==> src/rtl/pktdfr_pkg.sv <==
// Package for the packet deframer with CRC-8 check.
// Holds the result record, result kind codes and the CRC-8 byte update.
// No dependencies.
package pktdfr_pkg;

  localparam logic [7:0] CrcPoly = 8'h31;
  localparam logic [7:0] CrcInit = 8'h00;
  localparam logic [6:0] CrcMask = 7'h7F;
  localparam logic [15:0] FailMax = 16'hFFFF;

  localparam logic ResData = 1'b0;
  localparam logic ResEnd  = 1'b1;

  typedef struct packed {
    logic        result_kind;
    logic [7:0]  packet_ident;
    logic [7:0]  payload_length;
    logic [7:0]  data_value;
    logic [7:0]  byte_position;
    logic        crc_ok;
    logic [15:0] crc_fail_total;
    logic        last;
  } res_t;

  // CRC-8, MSB first, one byte per call: eight shift steps on 8 bits
  function automatic logic [7:0] crc8_update(logic [7:0] crc, logic [7:0] b);
    logic [7:0] v;
    v = crc ^ b;
    for (int k = 0; k < 8; k++) begin
      if (v[7]) begin
        v = {v[6:0], 1'b0} ^ CrcPoly;
      end else begin
        v = {v[6:0], 1'b0};
      end
    end
    return v;
  endfunction

endpackage

==> src/rtl/packet_deframer_crc_check.sv <==
// A payload or CRC byte gives its result in the output register, or in the skid entry.
// Throughput: one byte per cycle when not stalled, set by the phase update and CRC step.
// A one-entry skid stage behind the output register keeps input flowing while the
// output is stalled; input stalls only when both output and skid hold results.
// Reset (rst_ni low, async): waiting for header, header byte 0, all counts and CRC zero.
// Depends on pktdfr_pkg.
module packet_deframer_crc_check (
  input  logic        clk_i,
  input  logic        rst_ni,
  input  logic        cfg_we_i,
  input  logic [7:0]  cfg_wdata_i,
  input  logic        in_valid_i,
  output logic        in_stall_o,
  input  logic [7:0]  rx_byte_i,
  output logic        out_valid_o,
  input  logic        out_stall_i,
  output logic        result_kind_o,
  output logic [7:0]  packet_ident_o,
  output logic [7:0]  payload_length_o,
  output logic [7:0]  data_value_o,
  output logic [7:0]  byte_position_o,
  output logic        crc_ok_o,
  output logic [15:0] crc_fail_total_o,
  output logic        last_o
);
  import pktdfr_pkg::*;

  localparam logic [2:0] PhWait = 3'd0;
  localparam logic [2:0] PhLen  = 3'd1;
  localparam logic [2:0] PhId   = 3'd2;
  localparam logic [2:0] PhData = 3'd3;
  localparam logic [2:0] PhCrc  = 3'd4;

  logic [7:0]  header_q;
  logic [2:0]  phase_q, phase_d;
  logic [7:0]  len_q, len_d;
  logic [7:0]  ident_q, ident_d;
  logic [7:0]  count_q, count_d;
  logic [7:0]  crc_q, crc_d;
  logic [15:0] fail_q, fail_d;

  logic        out_valid_q, skid_valid_q;
  res_t        out_q, skid_q;
  res_t        res;
  logic        res_valid;
  logic        accept;
  logic        out_free;
  logic [8:0]  count_inc;
  logic        crc_match;

  assign in_stall_o = skid_valid_q;
  assign accept     = in_valid_i & ~skid_valid_q;
  assign out_free   = ~out_valid_q | ~out_stall_i;
  assign count_inc  = {1'b0, count_q} + 9'd1;
  assign crc_match  = ({1'b0, crc_q[6:0] & CrcMask} == rx_byte_i);

  always_comb begin
    phase_d   = phase_q;
    len_d     = len_q;
    ident_d   = ident_q;
    count_d   = count_q;
    crc_d     = crc_q;
    fail_d    = fail_q;
    res_valid = 1'b0;
    res       = '0;
    res.packet_ident   = ident_q;
    res.payload_length = len_q;
    res.crc_fail_total = fail_q;
    case (phase_q)
      PhWait: begin
        if (rx_byte_i == header_q) begin
          count_d = '0;
          crc_d   = CrcInit;
          phase_d = PhLen;
        end
      end
      PhLen: begin
        len_d   = rx_byte_i;
        phase_d = PhId;
      end
      PhId: begin
        ident_d = rx_byte_i;
        phase_d = (len_q == 8'd0) ? PhCrc : PhData;
      end
      PhData: begin
        res_valid         = 1'b1;
        res.result_kind   = ResData;
        res.data_value    = rx_byte_i;
        res.byte_position = count_q;
        crc_d             = crc8_update(crc_q, rx_byte_i);
        if (count_inc >= {1'b0, len_q}) begin
          phase_d = PhCrc;
        end
        count_d = count_inc[7:0];
      end
      PhCrc: begin
        if (!crc_match && fail_q != FailMax) begin
          fail_d = fail_q + 16'd1;
        end
        res_valid          = 1'b1;
        res.result_kind    = ResEnd;
        res.crc_ok         = crc_match;
        res.crc_fail_total = fail_d;
        res.last           = 1'b1;
        phase_d            = PhWait;
      end
      default: begin
        phase_d = PhWait;
      end
    endcase
  end

  always_ff @(posedge clk_i or negedge rst_ni) begin
    if (!rst_ni) begin
      header_q <= '0;
    end else if (cfg_we_i) begin
      header_q <= cfg_wdata_i;
    end
  end

  always_ff @(posedge clk_i or negedge rst_ni) begin
    if (!rst_ni) begin
      phase_q <= PhWait;
      len_q   <= '0;
      ident_q <= '0;
      count_q <= '0;
      crc_q   <= CrcInit;
      fail_q  <= '0;
    end else if (accept) begin
      phase_q <= phase_d;
      len_q   <= len_d;
      ident_q <= ident_d;
      count_q <= count_d;
      crc_q   <= crc_d;
      fail_q  <= fail_d;
    end
  end

  // output register with one skid entry; skid always drains first
  always_ff @(posedge clk_i or negedge rst_ni) begin
    if (!rst_ni) begin
      out_valid_q  <= 1'b0;
      skid_valid_q <= 1'b0;
    end else begin
      if (out_free) begin
        if (skid_valid_q) begin
          out_valid_q  <= 1'b1;
          skid_valid_q <= 1'b0;
        end else begin
          out_valid_q  <= accept & res_valid;
        end
      end else if (accept && res_valid) begin
        skid_valid_q <= 1'b1;
      end
    end
  end

  always_ff @(posedge clk_i) begin
    if (out_free) begin
      if (skid_valid_q) begin
        out_q <= skid_q;
      end else if (accept && res_valid) begin
        out_q <= res;
      end
    end else if (accept && res_valid) begin
      skid_q <= res;
    end
  end

  assign out_valid_o      = out_valid_q;
  assign result_kind_o    = out_q.result_kind;
  assign packet_ident_o   = out_q.packet_ident;
  assign payload_length_o = out_q.payload_length;
  assign data_value_o     = out_q.data_value;
  assign byte_position_o  = out_q.byte_position;
  assign crc_ok_o         = out_q.crc_ok;
  assign crc_fail_total_o = out_q.crc_fail_total;
  assign last_o           = out_q.last;

endmodule

==> config.mk <==
export PLATFORM = sky130hd
export DESIGN_NAME = packet_deframer_crc_check
export DESIGN_NICKNAME = d
export VERILOG_FILES = /design/src/rtl/pktdfr_pkg.sv /design/src/rtl/packet_deframer_crc_check.sv
export SDC_FILE = /design/constraint.sdc
export NUM_CORES = 1
export LEC_CHECK = 0
export BUFFER_PORTS_ARGS = -buffer_cell sky130_fd_sc_hd__buf_2
export CORE_MARGIN = 2
export CORE_UTILIZATION = 45
export DETAILED_ROUTE_END_ITERATION = 8
export GPL_TIMING_DRIVEN = 1
export PLACE_DENSITY = 0.72
export SLEW_MARGIN = 30
export SYNTH_ARGS = -nofsm -noshare
export SYNTH_HDL_FRONTEND = slang
export SYNTH_SLANG_ARGS = --single-unit
==> constraint.sdc <==
create_clock -name clk_i -period 5.2 [get_ports clk_i]
set_input_delay 1.04 -clock clk_i [delete_from_list [all_inputs] [get_ports clk_i]]
set_output_delay 1.04 -clock clk_i [all_outputs]
set_load 0.01 [all_outputs]
==> flow_summary.ini <==
[run_status]
status = complete, no violations

[global_route]
grt_pass1_wl_mm = 25.4
grt_pass1_vias = 4731
grt_max_degree = 46
grt_overflow = 0
track_usage = 0.187
antenna_found_initial = 0

[synth]
ys_warn_count = 0
syn_area_per_cell_um2 = 13.0
synthTopCellsByCount = edfxtp_1 (100), dfrtp_1 (61), mux2_2 (51)
yosysMostFrequentCell = edfxtp_1
yosys.cell_types.count = 52
ys_async_sr_fraction = 0.379
ys_seq_area_frac = 0.613
synth_area_mm2 = 0.00738
synth_top_area_frac = 0.407
yosys.area.top_type = edfxtp_1
synth_area_leaders = edfxtp_1 (41%), dfrtp_1 (21%), mux2_2 (7.8%)
synth_cells = 566
synth-edff-count = 100
synth-seq-cells = 161
syn_nets = 597
synthFlopType = edfxtp_1

[sta]
final_max_slew_viol_count = 0
setup-tns-final_ps = 0
relSlewSlack = 0.387
final_hold_viol_count = 0
worstMarginPinSlew_ps = 916
fin_crit_ps = 2700
rsz0062_at_grt = no
setup_violations = 0
period_share = 0.519
skew_ps = 10.8
fmax_mhz = 370

[detailed_routing]
route.met3.wl_um = 924
drtIter0Drc = 294
finalWirelength_mm = 15.6
routed-wl-met2_mm = 7.31
drtAntennaViolNets = 0
via_per_inst = 5.48
via_count = 4748
wl_per_cell_um = 18.0
wl_met1_mm = 7.16
drt-pass1-iter-count = 5
drc_errors = 0
routed.top_layer = met4

[die]
rows = 46
die_y_um = 132
core_area_mm2 = 0.0159
pin_count = 74
dieArea_mm2 = 0.0174
initial_core_util = 0.463
die_w_um = 132

[layout]
area_delta_synth_final_pct = 15.7
final_layout_size_suffix_gt1_frac = 0.274
final_cell_area_mm2 = 0.00854
largest_reg_flops = 50
regMostFlops = skid_q
antenna_cells = 0
fin_nets = 668

[critical_path]
arrival_ps = 2760
cp_max_fo = 35
startpoint_type = primary input
crit_path_end_kind = register
required_ps = 5260
path_class = primary input to register

[hold_path]
hold_path_class = register to register

[placed_design]
io_buffers = 73
dpl.hpwl_mm = 10.8
postPlaceCellArea_mm2 = 0.00796
place_congestion = 0.943

[power]
p_leak_nw = 3.46
ir_drop_mv = 0.241
powerDensity_mw_per_mm2 = 350

[cts]
post_cts_buffers = 0
holdBufCountCts = 0
cts_made_buffers = 17
cts_resized = 0
cts_tree = built
clockRootBuffer = clkbuf_16
clkSinkCount = 161
clkSlewWorstSetupHoldPaths_ps = 70
max-clock-path-buffers = 2
clk_latency_ps = 420
h-tree-depth = 4

[flow_run]
cap_viol_max_count = 0
## metal layers
metal  vias up  global-route usage
met1      2349               0.252
met4         0              0.0676
met2       148               0.296
met3        17              0.0446
met5         -                   0
li1       2234                   -
## worst paths after layout
kind | cells after the start | slack (ps) | end | startpoint
worst min register to register | 0 | 490 | skid_q[49] | ident_q[7]
worst max-delay path | 4 | 2500 | skid_q[16] | in_valid_i
min in group asynchronous | 1 | 540 | ident_q[0] | rst_ni
worst min-delay path | 0 | 490 | skid_q[49] | ident_q[7]
max in group asynchronous | 2 | 3700 | ident_q[3] | rst_ni
worst max register to register | 3 | 2640 | skid_q[16] | phase_q[2]
## worst max-delay path: stages
cell	delay, ps
buf_2	100
nand2b_1	240
a211oi_4	790
buf_4	560
## kinds of logic (layout without fill, tap and decap cells)
family	after synthesis	in the layout	synth area share
simple gates	167	167	0.119
flops	161	161	0.613
compound gates	80	80	0.0754
xor+xnor	54	54	0.0690
mux	53	53	0.0812
buf+inv	41	125	0.0251
fa+ha+maj	10	10	0.0169
## stage by stage
stage	setup WS [ps]	utilization	hold WS, ps	power, mW	instances
floorplan	1140	-	437	1.72	566
global placement	1790	0.499	458	1.81	833
detailed placement	1730	0.499	469	1.83	833
CTS	2160	0.534	485	3.01	865
global route	2360	0.536	506	3.11	866
finish	2500	0.536	485	2.99	866
## report_power, final
group          leakage (nW)  switching, mW  total (mW)  internal [mW]
logic                  1.46          0.156       0.301          0.145
registers              1.72         0.0649        1.50           1.44
clock network         0.270          0.523        1.19          0.662
## final cells by class
| cell class | instances | area [um^2] |
|---|---|---|
| fillers | 1344 | 7400 |
| inverters | 13 | 48.8 |
| clock inverters | 15 | 131 |
| repair buffers | 80 | 438 |
| multi-input cells | 364 | 2700 |
| well taps | 216 | 270 |
| flip-flops and latches | 161 | 4530 |
| clock buffers | 17 | 425 |
## placed cells by master, fill, tap and decap left out, drive strengths merged, types with 11 or more instances in the layout
| cell type | netlist | layout |
|---|---|---|
| and2 | 17 | 17 |
| o21ai | 17 | 17 |
| buf | 9 | 80 |
| dfrtp | 61 | 61 |
| a21oi | 11 | 11 |
| edfxtp | 100 | 100 |
| xnor2 | 18 | 18 |
| xor2 | 35 | 35 |
| inv | 13 | 18 |
| clkbuf | 19 | 17 |
| mux2 | 52 | 52 |
| nand2 | 44 | 44 |
| nor3 | 21 | 21 |
| or4 | 12 | 12 |
| nand3 | 16 | 16 |
| a31oi | 13 | 13 |
| nor2 | 25 | 25 |
| o31ai | 13 | 13 |
Note: power is estimated with default switching activity, not from simulation.
